[src/hw/rtl/bsre_pkg.sv]
package bsre_pkg;

  typedef enum logic [2:0] {
    ST_IDLE,
    ST_FILL,
    ST_PREF,
    ST_COPY,
    ST_CODE,
    ST_HEAD,
    ST_HI,
    ST_LO
  } bsre_state_e;

  typedef enum logic [1:0] {
    ACT_NONE,
    ACT_CODE,
    ACT_COPY,
    ACT_LIT
  } bsre_act_e;

  typedef struct packed {
    logic buf_we;
    logic copy_we;
    logic copy_fill;
    logic rd_en;
  } bsre_mem_ctrl_t;

  localparam logic [1:0] REG_FULL = 2'd0;
  localparam logic [1:0] REG_STA  = 2'd1;
  localparam logic [1:0] REG_STB  = 2'd2;

  localparam logic [2:0] KIND_LIT  = 3'd0;
  localparam logic [2:0] KIND_ZERO = 3'd1;
  localparam logic [2:0] KIND_FULL = 3'd2;
  localparam logic [2:0] KIND_STA  = 3'd3;
  localparam logic [2:0] KIND_STB  = 3'd4;

  localparam int unsigned FLAG_ZERO = 0;
  localparam int unsigned FLAG_FULL = 1;
  localparam int unsigned FLAG_STA  = 2;
  localparam int unsigned FLAG_STB  = 3;

  localparam logic [7:0] CHR_LA   = 8'h61;
  localparam logic [7:0] CHR_LB   = 8'h62;
  localparam logic [7:0] CHR_LC   = 8'h63;
  localparam logic [7:0] CHR_LD   = 8'h64;
  localparam logic [7:0] CHR_LE   = 8'h65;
  localparam logic [7:0] CHR_ZERO = 8'h30;
  localparam logic [7:0] CHR_UA   = 8'h41;

  localparam logic [7:0] FULL_RST = 8'd255;
  localparam logic [7:0] STA_RST  = 8'd34;
  localparam logic [7:0] STB_RST  = 8'd136;

  function automatic logic [7:0] hex_char(input logic [3:0] v);
    logic [7:0] r;
    if (v < 4'd10) begin
      r = CHR_ZERO + {4'h0, v};
    end else begin
      r = CHR_UA + {4'h0, v} - 8'd10;
    end
    return r;
  endfunction

  function automatic logic [7:0] code_char(input logic [2:0] kind);
    logic [7:0] r;
    case (kind)
      KIND_ZERO: r = CHR_LB;
      KIND_FULL: r = CHR_LC;
      KIND_STA:  r = CHR_LD;
      KIND_STB:  r = CHR_LE;
      default:   r = CHR_LA;
    endcase
    return r;
  endfunction

endpackage

[src/hw/rtl/bsre_if.sv]
interface bsre_in_if;
  logic       valid;
  logic       ready;
  logic [7:0] data_byte;
  logic       line_end;
  logic       page_start;

  modport source (output valid, data_byte, line_end, page_start, input ready);
  modport sink   (input valid, data_byte, line_end, page_start, output ready);
endinterface

interface bsre_out_if;
  logic       valid;
  logic       ready;
  logic [7:0] out_char;
  logic [2:0] record_kind;
  logic       record_last;

  modport source (output valid, out_char, record_kind, record_last, input ready);
  modport sink   (input valid, out_char, record_kind, record_last, output ready);
endinterface

[src/hw/rtl/bsre_intake.sv]
module bsre_intake #(
  parameter int unsigned SEG_BYTES = 16
) (
  input  logic                             clk_i,
  input  logic                             rst_ni,
  input  logic                             accept_i,
  input  logic [7:0]                       data_byte_i,
  input  logic                             line_end_i,
  input  logic                             page_start_i,
  input  logic [7:0]                       full_pattern_i,
  input  logic [7:0]                       stipple_a_i,
  input  logic [7:0]                       stipple_b_i,
  output logic [$clog2(SEG_BYTES)-1:0]     pos_o,
  output bsre_pkg::bsre_act_e              act_o,
  output logic [2:0]                       kind_o,
  output logic [$clog2(SEG_BYTES+1)-1:0]   cnt_o
);

  localparam int unsigned AW = $clog2(SEG_BYTES);
  localparam int unsigned CW = $clog2(SEG_BYTES + 1);

  logic [AW-1:0] fill_q, fill_d;
  logic [3:0]    flags_q, flags_d;
  logic [3:0]    flg;
  logic [CW-1:0] cnt_new;
  logic          seg_full;

  assign pos_o    = page_start_i ? '0 : fill_q;
  assign cnt_new  = CW'(pos_o) + CW'(1);
  assign seg_full = (cnt_new == CW'(SEG_BYTES));
  assign cnt_o    = cnt_new;
  assign flg      = (page_start_i ? 4'hF : flags_q) &
                    {data_byte_i == stipple_b_i, data_byte_i == stipple_a_i,
                     data_byte_i == full_pattern_i, data_byte_i == 8'h00};

  always_comb begin
    act_o  = bsre_pkg::ACT_NONE;
    kind_o = bsre_pkg::KIND_LIT;
    if (seg_full) begin
      if (flg[bsre_pkg::FLAG_ZERO]) begin
        act_o  = bsre_pkg::ACT_CODE;
        kind_o = bsre_pkg::KIND_ZERO;
      end else if (flg[bsre_pkg::FLAG_FULL]) begin
        act_o  = bsre_pkg::ACT_COPY;
        kind_o = bsre_pkg::KIND_FULL;
      end else if (flg[bsre_pkg::FLAG_STA]) begin
        act_o  = bsre_pkg::ACT_COPY;
        kind_o = bsre_pkg::KIND_STA;
      end else if (flg[bsre_pkg::FLAG_STB]) begin
        act_o  = bsre_pkg::ACT_COPY;
        kind_o = bsre_pkg::KIND_STB;
      end else begin
        act_o  = bsre_pkg::ACT_LIT;
      end
    end else if (line_end_i) begin
      act_o = bsre_pkg::ACT_LIT;
    end
  end

  always_comb begin
    fill_d  = fill_q;
    flags_d = flags_q;
    if (accept_i) begin
      if (seg_full || line_end_i) begin
        fill_d  = '0;
        flags_d = 4'hF;
      end else begin
        fill_d  = cnt_new[AW-1:0];
        flags_d = flg;
      end
    end
  end

  always_ff @(posedge clk_i or negedge rst_ni) begin
    if (!rst_ni) begin
      fill_q  <= '0;
      flags_q <= 4'hF;
    end else begin
      fill_q  <= fill_d;
      flags_q <= flags_d;
    end
  end

endmodule

[src/hw/rtl/bsre_store.sv]
module bsre_store #(
  parameter int unsigned SEG_BYTES = 16
) (
  input  logic                             clk_i,
  input  logic                             rst_ni,
  input  bsre_pkg::bsre_mem_ctrl_t         ctrl_i,
  input  logic [$clog2(SEG_BYTES)-1:0]     buf_addr_i,
  input  logic [7:0]                       buf_data_i,
  input  logic [$clog2(SEG_BYTES)-1:0]     rd_addr_i,
  input  logic [$clog2(SEG_BYTES)-1:0]     wr_addr_i,
  input  logic [$clog2(SEG_BYTES+1)-1:0]   cnt_i,
  input  logic [7:0]                       fill_byte_i,
  output logic [7:0]                       rd_byte_o
);

  localparam int unsigned CW = $clog2(SEG_BYTES + 1);

  logic [7:0]           buf_mem  [SEG_BYTES];
  logic [7:0]           copy_mem [SEG_BYTES];
  logic [SEG_BYTES-1:0] copy_vld_q;
  logic [7:0]           rd_q;

  // segment bytes first, then the stored copy
  always_ff @(posedge clk_i) begin
    if (ctrl_i.buf_we) begin
      buf_mem[buf_addr_i] <= buf_data_i;
    end
    if (ctrl_i.copy_we) begin
      copy_mem[wr_addr_i] <= ctrl_i.copy_fill ? fill_byte_i : rd_q;
    end
    if (ctrl_i.rd_en) begin
      if (CW'(rd_addr_i) < cnt_i) begin
        rd_q <= buf_mem[rd_addr_i];
      end else if (copy_vld_q[rd_addr_i]) begin
        rd_q <= copy_mem[rd_addr_i];
      end else begin
        rd_q <= 8'hFF;
      end
    end
  end

  always_ff @(posedge clk_i or negedge rst_ni) begin
    if (!rst_ni) begin
      copy_vld_q <= '0;
    end else if (ctrl_i.copy_we) begin
      copy_vld_q[wr_addr_i] <= 1'b1;
    end
  end

  assign rd_byte_o = rd_q;

endmodule

[src/hw/rtl/bsre_seq.sv]
module bsre_seq #(
  parameter int unsigned SEG_BYTES = 16
) (
  input  logic                             clk_i,
  input  logic                             rst_ni,
  input  logic                             accept_i,
  input  logic                             page_start_i,
  input  bsre_pkg::bsre_act_e              act_i,
  input  logic [2:0]                       kind_i,
  input  logic [$clog2(SEG_BYTES+1)-1:0]   cnt_i,
  input  logic [7:0]                       rd_byte_i,
  input  logic                             out_ready_i,
  output logic                             ready_o,
  output bsre_pkg::bsre_mem_ctrl_t         ctrl_o,
  output logic [$clog2(SEG_BYTES)-1:0]     rd_addr_o,
  output logic [$clog2(SEG_BYTES)-1:0]     wr_addr_o,
  output logic [$clog2(SEG_BYTES+1)-1:0]   cnt_o,
  output logic                             out_valid_o,
  output logic [7:0]                       out_char_o,
  output logic [2:0]                       out_kind_o,
  output logic                             out_last_o
);

  localparam int unsigned AW = $clog2(SEG_BYTES);
  localparam int unsigned CW = $clog2(SEG_BYTES + 1);
  localparam logic [AW-1:0] LAST_IDX = AW'(SEG_BYTES - 1);

  bsre_pkg::bsre_state_e state_q, state_d;
  bsre_pkg::bsre_act_e   act_q, act_d;
  logic [2:0]            kind_q, kind_d;
  logic [CW-1:0]         cnt_q, cnt_d;
  logic [AW-1:0]         idx_q, idx_d;
  logic                  ov_q, ov_d;
  logic [7:0]            och_q, och_d;
  logic [2:0]            okind_q, okind_d;
  logic                  olast_q, olast_d;
  logic                  can_load;
  logic                  is_last;
  logic [AW-1:0]         idx_nxt;

  function automatic bsre_pkg::bsre_state_e route(input bsre_pkg::bsre_act_e a);
    bsre_pkg::bsre_state_e s;
    case (a)
      bsre_pkg::ACT_CODE: s = bsre_pkg::ST_CODE;
      bsre_pkg::ACT_COPY: s = bsre_pkg::ST_PREF;
      bsre_pkg::ACT_LIT:  s = bsre_pkg::ST_HEAD;
      default:            s = bsre_pkg::ST_IDLE;
    endcase
    return s;
  endfunction

  assign can_load = !ov_q || out_ready_i;
  assign is_last  = (idx_q == LAST_IDX);
  assign idx_nxt  = is_last ? idx_q : idx_q + AW'(1);

  always_comb begin
    state_d = state_q;
    case (state_q)
      bsre_pkg::ST_IDLE: begin
        if (accept_i) begin
          state_d = page_start_i ? bsre_pkg::ST_FILL : route(act_i);
        end
      end
      bsre_pkg::ST_FILL: begin
        if (is_last) begin
          state_d = route(act_q);
        end
      end
      bsre_pkg::ST_PREF: state_d = bsre_pkg::ST_COPY;
      bsre_pkg::ST_COPY: begin
        if (is_last) begin
          state_d = bsre_pkg::ST_CODE;
        end
      end
      bsre_pkg::ST_CODE: begin
        if (can_load) begin
          state_d = bsre_pkg::ST_IDLE;
        end
      end
      bsre_pkg::ST_HEAD: begin
        if (can_load) begin
          state_d = bsre_pkg::ST_HI;
        end
      end
      bsre_pkg::ST_HI: begin
        if (can_load) begin
          state_d = bsre_pkg::ST_LO;
        end
      end
      bsre_pkg::ST_LO: begin
        if (can_load) begin
          state_d = is_last ? bsre_pkg::ST_IDLE : bsre_pkg::ST_HI;
        end
      end
      default: state_d = bsre_pkg::ST_IDLE;
    endcase
  end

  always_comb begin
    ready_o   = 1'b0;
    ctrl_o    = '0;
    rd_addr_o = idx_q;
    wr_addr_o = idx_q;
    act_d     = act_q;
    kind_d    = kind_q;
    cnt_d     = cnt_q;
    idx_d     = idx_q;
    ov_d      = ov_q && !out_ready_i;
    och_d     = och_q;
    okind_d   = okind_q;
    olast_d   = olast_q;
    case (state_q)
      bsre_pkg::ST_IDLE: begin
        ready_o       = 1'b1;
        ctrl_o.buf_we = accept_i;
        if (accept_i) begin
          act_d  = act_i;
          kind_d = kind_i;
          cnt_d  = cnt_i;
          idx_d  = '0;
        end
      end
      bsre_pkg::ST_FILL: begin
        ctrl_o.copy_we   = 1'b1;
        ctrl_o.copy_fill = 1'b1;
        idx_d            = is_last ? '0 : idx_nxt;
      end
      bsre_pkg::ST_PREF: begin
        ctrl_o.rd_en = 1'b1;
        rd_addr_o    = '0;
      end
      bsre_pkg::ST_COPY: begin
        ctrl_o.copy_we = 1'b1;
        ctrl_o.rd_en   = !is_last;
        rd_addr_o      = idx_nxt;
        idx_d          = is_last ? '0 : idx_nxt;
      end
      bsre_pkg::ST_CODE: begin
        if (can_load) begin
          ov_d    = 1'b1;
          och_d   = bsre_pkg::code_char(kind_q);
          okind_d = kind_q;
          olast_d = 1'b1;
        end
      end
      bsre_pkg::ST_HEAD: begin
        if (can_load) begin
          ov_d         = 1'b1;
          och_d        = bsre_pkg::CHR_LA;
          okind_d      = bsre_pkg::KIND_LIT;
          olast_d      = 1'b0;
          ctrl_o.rd_en = 1'b1;
          rd_addr_o    = '0;
          idx_d        = '0;
        end
      end
      bsre_pkg::ST_HI: begin
        if (can_load) begin
          ov_d    = 1'b1;
          och_d   = bsre_pkg::hex_char(rd_byte_i[7:4]);
          okind_d = bsre_pkg::KIND_LIT;
          olast_d = 1'b0;
        end
      end
      bsre_pkg::ST_LO: begin
        if (can_load) begin
          ov_d           = 1'b1;
          och_d          = bsre_pkg::hex_char(rd_byte_i[3:0]);
          okind_d        = bsre_pkg::KIND_LIT;
          olast_d        = is_last;
          ctrl_o.copy_we = 1'b1;
          ctrl_o.rd_en   = !is_last;
          rd_addr_o      = idx_nxt;
          idx_d          = idx_nxt;
        end
      end
      default: ;
    endcase
  end

  always_ff @(posedge clk_i or negedge rst_ni) begin
    if (!rst_ni) begin
      state_q <= bsre_pkg::ST_IDLE;
      act_q   <= bsre_pkg::ACT_NONE;
      idx_q   <= '0;
      ov_q    <= 1'b0;
    end else begin
      state_q <= state_d;
      act_q   <= act_d;
      idx_q   <= idx_d;
      ov_q    <= ov_d;
    end
  end

  always_ff @(posedge clk_i) begin
    kind_q  <= kind_d;
    cnt_q   <= cnt_d;
    och_q   <= och_d;
    okind_q <= okind_d;
    olast_q <= olast_d;
  end

  assign cnt_o       = cnt_q;
  assign out_valid_o = ov_q;
  assign out_char_o  = och_q;
  assign out_kind_o  = okind_q;
  assign out_last_o  = olast_q;

endmodule

[src/hw/rtl/bitmap_segment_record_encoder.sv]
// Channel   Dir  Payload                                  Moves per request
// in_i      in   data_byte[7:0] line_end page_start       one bitmap byte
// out_o     out  out_char[7:0] record_kind[2:0] record_last  one record character
// cfg       in   cfg_we_i cfg_idx_i[1:0] cfg_data_i[7:0]  one register write
//
// A byte with no record leaves the input free again in the next cycle.
// Page start first refills the stored copy; a full, stipple record first
// copies the segment into the stored copy before its character.
// A literal record is 2*SEG_BYTES+1 characters, one per cycle from the output
// register when out_o is ready, set by the single read port of segment stores.
// Reset clears control state; the copy reads as 0xFF until written.
// Output stalls hold the sequencer; input is refused until a record is done.
module bitmap_segment_record_encoder #(
  parameter int unsigned SEG_BYTES = 16
) (
  input  logic       clk_i,
  input  logic       rst_ni,
  input  logic       cfg_we_i,
  input  logic [1:0] cfg_idx_i,
  input  logic [7:0] cfg_data_i,
  bsre_in_if.sink    in_i,
  bsre_out_if.source out_o
);

  localparam int unsigned AW = $clog2(SEG_BYTES);
  localparam int unsigned CW = $clog2(SEG_BYTES + 1);

  logic [7:0]               full_q, sta_q, stb_q;
  logic                     accept;
  logic                     ready;
  logic [AW-1:0]            pos;
  bsre_pkg::bsre_act_e      act;
  logic [2:0]               kind;
  logic [CW-1:0]            cnt_in, cnt_mem;
  bsre_pkg::bsre_mem_ctrl_t mem_ctrl;
  logic [AW-1:0]            rd_addr, wr_addr;
  logic [7:0]               rd_byte;

  always_ff @(posedge clk_i or negedge rst_ni) begin
    if (!rst_ni) begin
      full_q <= bsre_pkg::FULL_RST;
      sta_q  <= bsre_pkg::STA_RST;
      stb_q  <= bsre_pkg::STB_RST;
    end else if (cfg_we_i) begin
      case (cfg_idx_i)
        bsre_pkg::REG_FULL: full_q <= cfg_data_i;
        bsre_pkg::REG_STA:  sta_q  <= cfg_data_i;
        bsre_pkg::REG_STB:  stb_q  <= cfg_data_i;
        default: ;
      endcase
    end
  end

  assign accept     = in_i.valid && ready;
  assign in_i.ready = ready;

  bsre_intake #(.SEG_BYTES(SEG_BYTES)) u_intake (
    .clk_i          (clk_i),
    .rst_ni         (rst_ni),
    .accept_i       (accept),
    .data_byte_i    (in_i.data_byte),
    .line_end_i     (in_i.line_end),
    .page_start_i   (in_i.page_start),
    .full_pattern_i (full_q),
    .stipple_a_i    (sta_q),
    .stipple_b_i    (stb_q),
    .pos_o          (pos),
    .act_o          (act),
    .kind_o         (kind),
    .cnt_o          (cnt_in)
  );

  bsre_store #(.SEG_BYTES(SEG_BYTES)) u_store (
    .clk_i       (clk_i),
    .rst_ni      (rst_ni),
    .ctrl_i      (mem_ctrl),
    .buf_addr_i  (pos),
    .buf_data_i  (in_i.data_byte),
    .rd_addr_i   (rd_addr),
    .wr_addr_i   (wr_addr),
    .cnt_i       (cnt_mem),
    .fill_byte_i (full_q),
    .rd_byte_o   (rd_byte)
  );

  bsre_seq #(.SEG_BYTES(SEG_BYTES)) u_seq (
    .clk_i        (clk_i),
    .rst_ni       (rst_ni),
    .accept_i     (accept),
    .page_start_i (in_i.page_start),
    .act_i        (act),
    .kind_i       (kind),
    .cnt_i        (cnt_in),
    .rd_byte_i    (rd_byte),
    .out_ready_i  (out_o.ready),
    .ready_o      (ready),
    .ctrl_o       (mem_ctrl),
    .rd_addr_o    (rd_addr),
    .wr_addr_o    (wr_addr),
    .cnt_o        (cnt_mem),
    .out_valid_o  (out_o.valid),
    .out_char_o   (out_o.out_char),
    .out_kind_o   (out_o.record_kind),
    .out_last_o   (out_o.record_last)
  );

endmodule
[src/flat_wrapper.sv]
// flat-port wrapper written by rule: the top's interface ports become plain ports
module bitmap_segment_record_encoder_flat 
#(
  parameter int unsigned SEG_BYTES = 16
)
  (clk_i, rst_ni, cfg_we_i, cfg_idx_i, cfg_data_i, in_i_valid, in_i_data_byte, in_i_line_end, in_i_page_start, in_i_ready, out_o_valid, out_o_out_char, out_o_record_kind, out_o_record_last, out_o_ready);
  bsre_in_if in_i_i ();
  bsre_out_if out_o_i ();
  input  logic clk_i;
  input  logic rst_ni;
  input  logic cfg_we_i;
  input  logic [1:0] cfg_idx_i;
  input  logic [7:0] cfg_data_i;
  input wire logic [$bits(in_i_i.valid)-1:0] in_i_valid;
  input wire logic [$bits(in_i_i.data_byte)-1:0] in_i_data_byte;
  input wire logic [$bits(in_i_i.line_end)-1:0] in_i_line_end;
  input wire logic [$bits(in_i_i.page_start)-1:0] in_i_page_start;
  output wire logic [$bits(in_i_i.ready)-1:0] in_i_ready;
  output wire logic [$bits(out_o_i.valid)-1:0] out_o_valid;
  output wire logic [$bits(out_o_i.out_char)-1:0] out_o_out_char;
  output wire logic [$bits(out_o_i.record_kind)-1:0] out_o_record_kind;
  output wire logic [$bits(out_o_i.record_last)-1:0] out_o_record_last;
  input wire logic [$bits(out_o_i.ready)-1:0] out_o_ready;
  assign in_i_i.valid = in_i_valid;
  assign in_i_i.data_byte = in_i_data_byte;
  assign in_i_i.line_end = in_i_line_end;
  assign in_i_i.page_start = in_i_page_start;
  assign in_i_ready = in_i_i.ready;
  assign out_o_valid = out_o_i.valid;
  assign out_o_out_char = out_o_i.out_char;
  assign out_o_record_kind = out_o_i.record_kind;
  assign out_o_record_last = out_o_i.record_last;
  assign out_o_i.ready = out_o_ready;
  bitmap_segment_record_encoder #(.SEG_BYTES(SEG_BYTES)) u_core (.clk_i(clk_i), .rst_ni(rst_ni), .cfg_we_i(cfg_we_i), .cfg_idx_i(cfg_idx_i), .cfg_data_i(cfg_data_i), .in_i(in_i_i), .out_o(out_o_i));
endmodule
[config.mk]
export PLATFORM = sky130hd
export DESIGN_NAME = bitmap_segment_record_encoder_flat
export DESIGN_NICKNAME = d
export VERILOG_FILES = /design/src/hw/rtl/bsre_pkg.sv /design/src/hw/rtl/bsre_if.sv /design/src/hw/rtl/bsre_intake.sv /design/src/hw/rtl/bsre_store.sv /design/src/hw/rtl/bsre_seq.sv /design/src/hw/rtl/bitmap_segment_record_encoder.sv /design/src/flat_wrapper.sv
export SDC_FILE = /design/constraint.sdc
export NUM_CORES = 1
export LEC_CHECK = 0
export BUFFER_PORTS_ARGS = -buffer_cell sky130_fd_sc_hd__buf_4
export CORE_MARGIN = 5
export CORE_UTILIZATION = 44
export CTS_CLUSTER_DIAMETER = 40
export DETAILED_ROUTE_END_ITERATION = 16
export GPL_ROUTABILITY_DRIVEN = 0
export PLACE_DENSITY = 0.68
export SLEW_MARGIN = 30
export SYNTH_ARGS = -nofsm -noshare
export SYNTH_HDL_FRONTEND = slang
export SYNTH_SLANG_ARGS = --single-unit
[constraint.sdc]
create_clock -name clk_i -period 4.52 [get_ports clk_i]
set_input_delay 0.226 -clock clk_i [delete_from_list [all_inputs] [get_ports clk_i]]
set_output_delay 0.226 -clock clk_i [all_outputs]
set_load 0.01 [all_outputs]
==> results of run 1 <==
==> final cells by class <==
class | count | area (µm²) | share of cell area
clock inverter | 22 | 272 | 0.0157
multi-input combinational | 757 | 4560 | 0.264
inverter | 27 | 101 | 0.00586
tap | 448 | 561 | 0.0324
clock buffer | 54 | 1190 | 0.0688
sequential | 341 | 9970 | 0.577
timing repair buffer | 78 | 633 | 0.0366
==> final timing paths <==
check,startpoint,endpoint,slack (ns),cells after the start
max,u_core.u_seq.wr_addr_o[1],u_core.u_store.rd_byte_o[7],0.54,12
min,in_i_line_end,u_core.u_intake.fill_q[1],0.04,4
max reg2reg,u_core.u_seq.wr_addr_o[1],u_core.u_store.rd_byte_o[7],0.54,12
min reg2reg,u_core.u_store.copy_vld_q[9],u_core.u_store.copy_vld_q[9],0.47,2
max in group asynchronous,rst_ni,u_core.u_store.copy_vld_q[0],3.64,2
min in group asynchronous,rst_ni,u_core.sta_q[7],0.32,2
==> placed cells by master (no fill, tap or decap), types with 16 or more instances in the layout <==
cell type  count
a21oi_1       23
inv_1         24
o21ai_0       21
xnor2_1       20
and3_1        62
nor2_1        55
and2_1        19
nand3_1       26
a211oi_1      38
a311oi_1      60
nor3_1        25
clkbuf_16     45
edfxtp_1     283
dfstp_2       16
dfrtp_1       42
mux2_2        28
nand2_1      233
buf_4         67
==> layer usage <==
metal | vias to the layer above | global-route usage
met5 | - | 0
met4 | 0 | 0.0518
met3 | 75 | 0.0388
met2 | 346 | 0.315
met1 | 4909 | 0.266
li1 | 4553 | -
==> through the flow <==
step | util | worst slack (ns)
6_report | 0.516 | 0.542
5_1_grt | 0.516 | 0.217
4_1_cts | 0.515 | 0.573
3_5_place_dp | 0.469 | 0.592
3_3_place_gp | 0.469 | 0.742
2_1_floorplan | - | 0.673
==> sequential cells by signal, summed over array words and instances (netlist names), 5 cells and up <==
signal and count:
u_core.u_store.buf_mem 128, u_core.u_store.copy_mem 128, u_core.u_store.copy_vld_q 16, u_core.full_q 8, u_core.sta_q 8, u_core.stb_q 8, u_core.u_store.rd_byte_o 8, u_core.u_seq.out_char_o 7
u_core.u_seq.cnt_o 5
==> critical path, cell delays in order, from the launching register on <==
cell and delay, ns:
dfrtp_1 0.52, ha_1 0.41, and3_4 0.31, inv_2 0.06, ha_1 0.29, nand4b_1 0.27
and2_4 0.55, buf_4 0.27, nand2_1 0.06, a311oi_1 0.34, o211ai_2 0.23, nor3_1 0.29
a311oi_1 0.08
==> kinds of logic after synthesis <==
group / after synthesis
flops: 341
fa+ha+maj: 14
mux: 32
buf+inv: 100
compound gates: 208
simple gates: 473
other cells: 1
xor+xnor: 29
==> repair_timing <==
action / 4_1_cts / 5_1_grt
endpoints found under the setup margin: 0 / 0
hold buffers: 9 / 0
endpoints found under the hold margin: 66 / 0
==> power groups by stage <==
stage / clock, W / sequential [W] / combinational (W)
floorplan: 0 / 0.00431 / 0.00298
global placement: 0 / 0.00441 / 0.00442
detailed placement: 0 / 0.00442 / 0.00446
CTS: 0.00349 / 0.00436 / 0.00450
global route: 0.00364 / 0.00439 / 0.00494
finish: 0.00345 / 0.00436 / 0.00456
==> flow_summary.ini, run 1 <==
[yosys]
synth_top_area_share = 0.568
synth_cell_types = 63
muxShareOfSynthArea = 0.0238
synthCells = 1198
async_flop_share = 0.170
yosysWarningCount = 0
syn_area_um2 = 15000
synth_top_flop_cell = edfxtp_1
synth-simple-area-share = 0.147
ys_ff_latch = 341
ys_seq_area_frac = 0.666
post-synth-top-count-cell = edfxtp_1
synth_edf_count = 283
synthTopCellsByCount = edfxtp_1, nand2_1, and3_1
syn_avg_cell_area_um2 = 12.5
synth_nets = 1237
ys_top_cells_by_area = edfxtp_1, dfrtp_1, nand2_1
synth_xor_area_frac = 0.0170
synth_top_family_by_area = simple AND/OR/NAND/NOR gates
synth_compound_area_frac = 0.102
yosysTopAreaCell = edfxtp_1
synth_fa_ha_area_frac = 0.0117

[cts]
cts.path.max_buffers = 3
ctsResizeCount = 0
numCtsBuffers = 42
cts_htree_levels = 2
cts-root-buf = clkbuf_16
cts_setup_buffers = 0
cts_num_sinks = 341
clk_latency_ns = 0.52
cts_tree = built
clkTransAtPathRegs_ns = 0.06

[hold_path]
hold_class = in -> reg

[power_and_ir_drop]
p_comb_frac = 0.368
power_w = 0.0124
internal_power_w = 0.00776
p_seq_frac = 0.353
power_switching_w = 0.00461
swShare = 0.372
clockPowerShare = 0.279
irDropWorstVdd_uv = 369
powerDensity_nw_per_um2 = 715
p_leak_nw = 6.19

[cells_and_area]
drive_gt1_frac = 0.167
final_area_um2 = 17300
num-fill-cells = 2872
finalNetCount = 1286
area_growth_pct = 15.5
fin_cells = 1727
num_antenna_cells = 0

[place]
dpl.hpwl_mm = 23.7
port_buffers = 37
placed_cells = 1642
dpl_cell_area_um2 = 15700

[global_route]
grt_max_degree = 59
grt_pass1_wl_mm = 58.3
antenna_found_initial = 0
gr-total-overflow = 0
grt_usage = 0.193
grt_pass1_vias = 9894

[timing]
setup_tns_ns = 0
finalCritPeriodShare = 0.880
slew_viol_final = 0
rsz0062_at_grt = false
holdWs_ns = 0.0423
max_slew.worst_pin.slew_ns = 0.924
min_period_ns = 3.98
relSlewSlack = 0.382
finalClockSkew_ns = 0.0159
fmax_mhz = 251
finalHoldViolations = 0
setup_viol = 0

[setup_path]
critPathArrivalTime_ns = 4.22
critPathMaxFanout = 42
path_class = reg -> reg
critPathLaunchType = flip-flop
cp-end-kind = flip-flop
cp.required_ns = 4.77

[routing]
met3WireLength_mm = 2.51
ant_nets = 0
wl_mm = 37.4
wl_per_cell_um = 21.6
wl_met1_mm = 16.1
routed.top_layer = met4
drt-pass1-iter-count = 7
drt_iter0_drc = 1046
vias = 9883
wl_met2_mm = 17.8
vias_per_cell = 5.72
drc = 0

[status]
status = finished, final reports clean

[die]
io_pins = 39
die_y_um = 194
dieArea_um2 = 37800
row_count = 67
core_area_um2 = 33500
die_width_um = 194
start_util = 0.446

[job]
max-cap-violations = 0
No activity file was read; power rests on OpenSTA's default activity.
==> inputs of run 2 (changes only) <==
Settings changed: CORE_UTILIZATION 44 to 62, PLACE_DENSITY 0.68 to 0.87.
==> flow_summary.ini, run 2 (synthesized netlist as in run 1, its figures left out) <==
[cts]
numCtsBuffers = 38
clkTransAtPathRegs_ns = 0.06
cts.path.max_buffers = 3
cts_htree_levels = 2
clk_latency_ns = 0.52
cts_num_sinks = 341
cts-root-buf = clkbuf_16
cts_tree = built
cts_setup_buffers = 0
ctsResizeCount = 0
cts_hold_buffers = 9

[power_and_ir_drop]
p_seq_frac = 0.370
power_switching_w = 0.00457
p_leak_nw = 6.03
clockPowerShare = 0.251
powerDensity_nw_per_um2 = 703
internal_power_w = 0.00724
p_comb_frac = 0.379
swShare = 0.387
irDropWorstVdd_uv = 577

[cells_and_area]
drive_gt1_frac = 0.156
finalNetCount = 1275
num_antenna_cells = 0
fin_util = 0.712
layout_commonest_cell = edfxtp_1
num-fill-cells = 1426
area_growth_pct = 12.4
top_regs = u_core.u_store.buf_mem x128, u_core.u_store.copy_mem x128, u_core.u_store.copy_vld_q x16
final_cell_mix = edfxtp_1, nand2_1, and3_1

[timing]
fmax_mhz = 240
finalCritPeriodShare = 0.923
setup_tns_ns = 0
min_period_ns = 4.17
slew_viol_final = 0
rsz0062_at_grt = false
relSlewSlack = 0.371
finalHoldViolations = 0
max_slew.worst_pin.slew_ns = 0.940
setup_viol = 0
holdWs_ns = 0.0401
finalClockSkew_ns = 0.0161

[die]
io_pins = 39
core_area_um2 = 23600
dieArea_um2 = 27300
die_y_um = 165
die_width_um = 165
start_util = 0.634
row_count = 56

[routing]
met3WireLength_mm = 4.53
drt_iter0_drc = 1621
vias_per_cell = 6.59
drt-pass1-iter-count = 8
drc = 0
wl_met2_mm = 18.5
wl_per_cell_um = 24.1
wl_met1_mm = 13.7
routed.top_layer = met4
ant_nets = 0
vias = 10436
wl_mm = 38.2

[setup_path]
critPathMaxFanout = 52
slowest_delay_ns = 0.53
critPathArrivalTime_ns = 4.50
slowest_stage = dfrtp_1
critPathTopFamily = simple AND/OR/NAND/NOR gates
cp-end-kind = flip-flop
critical_path_buf_inv_count = 3
path_cells = ha_1, and3_4, inv_2, ha_1, nand4b_1, buf_4, nand2_4, buf_4, nand2_1, and3_1, a311oi_1, o21ai_1, a311oi_1
cp.required_ns = 4.85
critPathLaunchType = flip-flop
path_class = reg -> reg
r2r_slack_ns = 0.35

[global_route]
gr-total-overflow = 0
antenna_found_initial = 0
grt_max_degree = 73
grt_pass1_wl_mm = 58.4
grt_usage = 0.281
grt_pass1_vias = 10300

[place]
port_buffers = 37
dpl.hpwl_mm = 23.0

[job]
max-cap-violations = 0

[hold_path]
hold_class = in -> reg

[status]
status = finished, final reports clean
run 2: per-layer routing:
layer,vias up,GRT usage
li1,4529,-
met1,5005,0.362
met2,772,0.462
met3,130,0.0742
met4,0,0.109
met5,-,0
run 2: metrics by stage:
stage | cells | worst slack (ns) | power, W | instance area, µm²
floorplan | 1198 | 0.673 | 0.00729 | 15000
global placement | 1506 | 0.636 | 0.00848 | 15500
detailed placement | 1506 | 0.477 | 0.00864 | 15500
CTS | 1583 | 0.416 | 0.0116 | 16800
global route | 1583 | 0.183 | 0.0123 | 16800
finish | 1583 | 0.348 | 0.0118 | 16800
run 2: tightest hold or removal path, cell delays in order:
cell	delay, ns
buf_4	0.08
nor2_1	0.07
nand2_1	0.07
o21ai_0	0.06
run 2: final cells by class:
class / instances / area, µm² / share of cell area
clock buffer: 46 / 1000 / 0.0596
clock inverter: 22 / 201 / 0.0120
inverter: 27 / 101 / 0.00603
multi-input combinational: 757 / 4560 / 0.271
sequential: 341 / 9970 / 0.593
tap: 319 / 399 / 0.0237
timing repair buffer: 71 / 581 / 0.0345
run 2: worst paths after layout:
kind / from / endpoint / cells after the start
hold reg to reg: u_core.u_store.copy_vld_q[9] / u_core.u_store.copy_vld_q[9] / 2
setup / recovery: u_core.u_seq.wr_addr_o[0] / u_core.u_store.rd_byte_o[2] / 13
min in group asynchronous: rst_ni / u_core.stb_q[1] / 2
hold / removal: in_i_line_end / u_core.u_intake.fill_q[1] / 4
setup reg to reg: u_core.u_seq.wr_addr_o[0] / u_core.u_store.rd_byte_o[2] / 13
max in group asynchronous: rst_ni / u_core.u_seq.out_valid_o / 2
run 2: power by group through the flow:
stage                     logic (W)  clock network, W  registers [W]
after floorplan             0.00298                 0        0.00431
after CTS                   0.00433           0.00296        0.00435
after detailed placement    0.00424                 0        0.00440
after global routing        0.00476           0.00312        0.00439
final                       0.00448           0.00297        0.00437
after global placement      0.00409                 0        0.00439
==> inputs of run 3 (changes only) <==
==> constraint.sdc (replaced) <==
create_clock -name clk_i -period 4.54 [get_ports clk_i]
set_input_delay 0.454 -clock clk_i [delete_from_list [all_inputs] [get_ports clk_i]]
set_output_delay 0.454 -clock clk_i [all_outputs]
set_load 0.01 [all_outputs]
==> flow_summary.ini, run 3 (synthesized netlist as in run 1, its figures left out) <==
[die]
die_width_um = 165
core_area_um2 = 23600
start_util = 0.634
io_pins = 39
die_y_um = 165
dieArea_um2 = 27300
row_count = 56

[cells_and_area]
multi_input_area_um2 = 4540
layout_commonest_cell = edfxtp_1
area_growth_pct = 12.8
fin_cells = 1579
final_cell_mix = edfxtp_1, nand2_1, and3_1
seq_area_um2 = 9970
fin_util = 0.715
num_antenna_cells = 0
top_regs = u_core.u_store.buf_mem x128, u_core.u_store.copy_mem x128, u_core.u_store.copy_vld_q x16
finalNetCount = 1268
num-fill-cells = 1464
drive_gt1_frac = 0.162

[global_route]
grt_pass1_wl_mm = 57.5
gr-total-overflow = 0
grt_max_degree = 81
grt_usage = 0.276
antenna_found_initial = 1
grt_pass1_vias = 10244

[cts]
clkTransAtPathRegs_ns = 0.06
cts_hold_buffers = 0
cts-root-buf = clkbuf_16
cts_num_sinks = 341
numCtsBuffers = 39
cts_tree = built
ctsResizeCount = 0
cts.path.max_buffers = 3
cts_setup_buffers = 0
clk_latency_ns = 0.54
cts_htree_levels = 2

[routing]
drt-pass1-iter-count = 6
wl_per_cell_um = 23.9
drc = 0
ant_nets = 0
vias_per_cell = 6.63
drt_iter0_drc = 1371
wl_mm = 37.7
vias = 10461

[setup_path]
critPathArrivalTime_ns = 4.46
r2r_slack_ns = 0.42
critPathLaunchType = flip-flop
cp.required_ns = 4.88
cp-end-kind = flip-flop
rr_endpoint = u_core.u_store.rd_byte_o[3]
path_class = reg -> reg
reg2regPathDepth = 12
critPathMaxFanout = 32
r2r_start = u_core.u_seq.wr_addr_o[1]

[timing]
fmax_mhz = 243
setup_tns_ns = 0
slew_viol_final = 0
layout_setup_ws_ns = 0.419
min_period_ns = 4.12
max_slew.worst_pin.slew_ns = 0.972
holdWs_ns = -0.00240
relSlewSlack = 0.349
setup_viol = 0
finalHoldViolations = 4
rsz0062_at_grt = false
finalCritPeriodShare = 0.908
finalClockSkew_ns = 0.0221

[power_and_ir_drop]
power_w = 0.0120
irDropWorstVdd_uv = 709
p_leak_nw = 6.08
powerDensity_nw_per_um2 = 711

[place]
placed_cells = 1506
dpl_worst_slack_ns = 0.537
dpl.hpwl_mm = 22.7
port_buffers = 37

[job]
max-cap-violations = 0

[status]
status = finished with violations
violations = hold timing

[hold_path]
hold_class = in -> async
## run 3: worst max-delay path by stage
stage | from | endpoint | slack [ns] | cells past startpoint
floorplan | u_core.u_seq.wr_addr_o[0] | u_core.u_store.rd_byte_o[0] | 0.69 | 18
global placement | u_core.u_seq.wr_addr_o[0] | u_core.u_store.rd_byte_o[2] | 0.80 | 12
detailed placement | u_core.u_seq.wr_addr_o[1] | u_core.u_store.rd_byte_o[6] | 0.54 | 12
CTS | u_core.u_seq.wr_addr_o[1] | u_core.u_store.rd_byte_o[4] | 0.52 | 12
global route | u_core.u_seq.wr_addr_o[1] | u_core.u_store.rd_byte_o[6] | 0.23 | 12
finish | u_core.u_seq.wr_addr_o[1] | u_core.u_store.rd_byte_o[3] | 0.42 | 12
## run 3: final cells by class
| type | count | share of cell area |
|---|---|---|
| Inverter | 27 | 0.00600 |
| Timing Repair Buffer | 63 | 0.0302 |
| Multi-Input combinational cell | 757 | 0.269 |
| Sequential cell | 341 | 0.591 |
| Clock inverter | 21 | 0.0149 |
| Tap cell | 319 | 0.0236 |
| Clock buffer | 51 | 0.0655 |
## run 3: worst max-delay path, cell delays in order (launching register included)
cell	delay [ns]
dfrtp_1	0.53
ha_1	0.43
and3_4	0.30
inv_2	0.06
ha_1	0.30
nand4b_1	0.37
nand2_4	0.36
buf_4	0.40
nand2_1	0.09
a311oi_1	0.45
nor3_1	0.14
buf_4	0.18
a311oi_1	0.30
## run 3: layer usage
layer,GRT usage,share of wire,up-vias
met3,0.0539,0.097,126
met4,0.0967,0.036,2
met5,0,0.00024,-
met2,0.464,0.49,676
li1,-,-,4529
met1,0.364,0.37,5128
## run 3: report_power, final
part | internal, W | switching (W)
combinational | 0.00142 | 0.00297
sequential | 0.00408 | 0.000281
clock | 0.00197 | 0.00127
## run 3: per-stage QoR
stage / hold slack (ns) / area (µm²)
after CTS: 0.0195 / 16900
final: -0.00240 / 16900
after global placement: 0.444 / 15500
after floorplan: 0.158 / 15000
after global routing: 0.0540 / 16900
after detailed placement: 0.455 / 15500
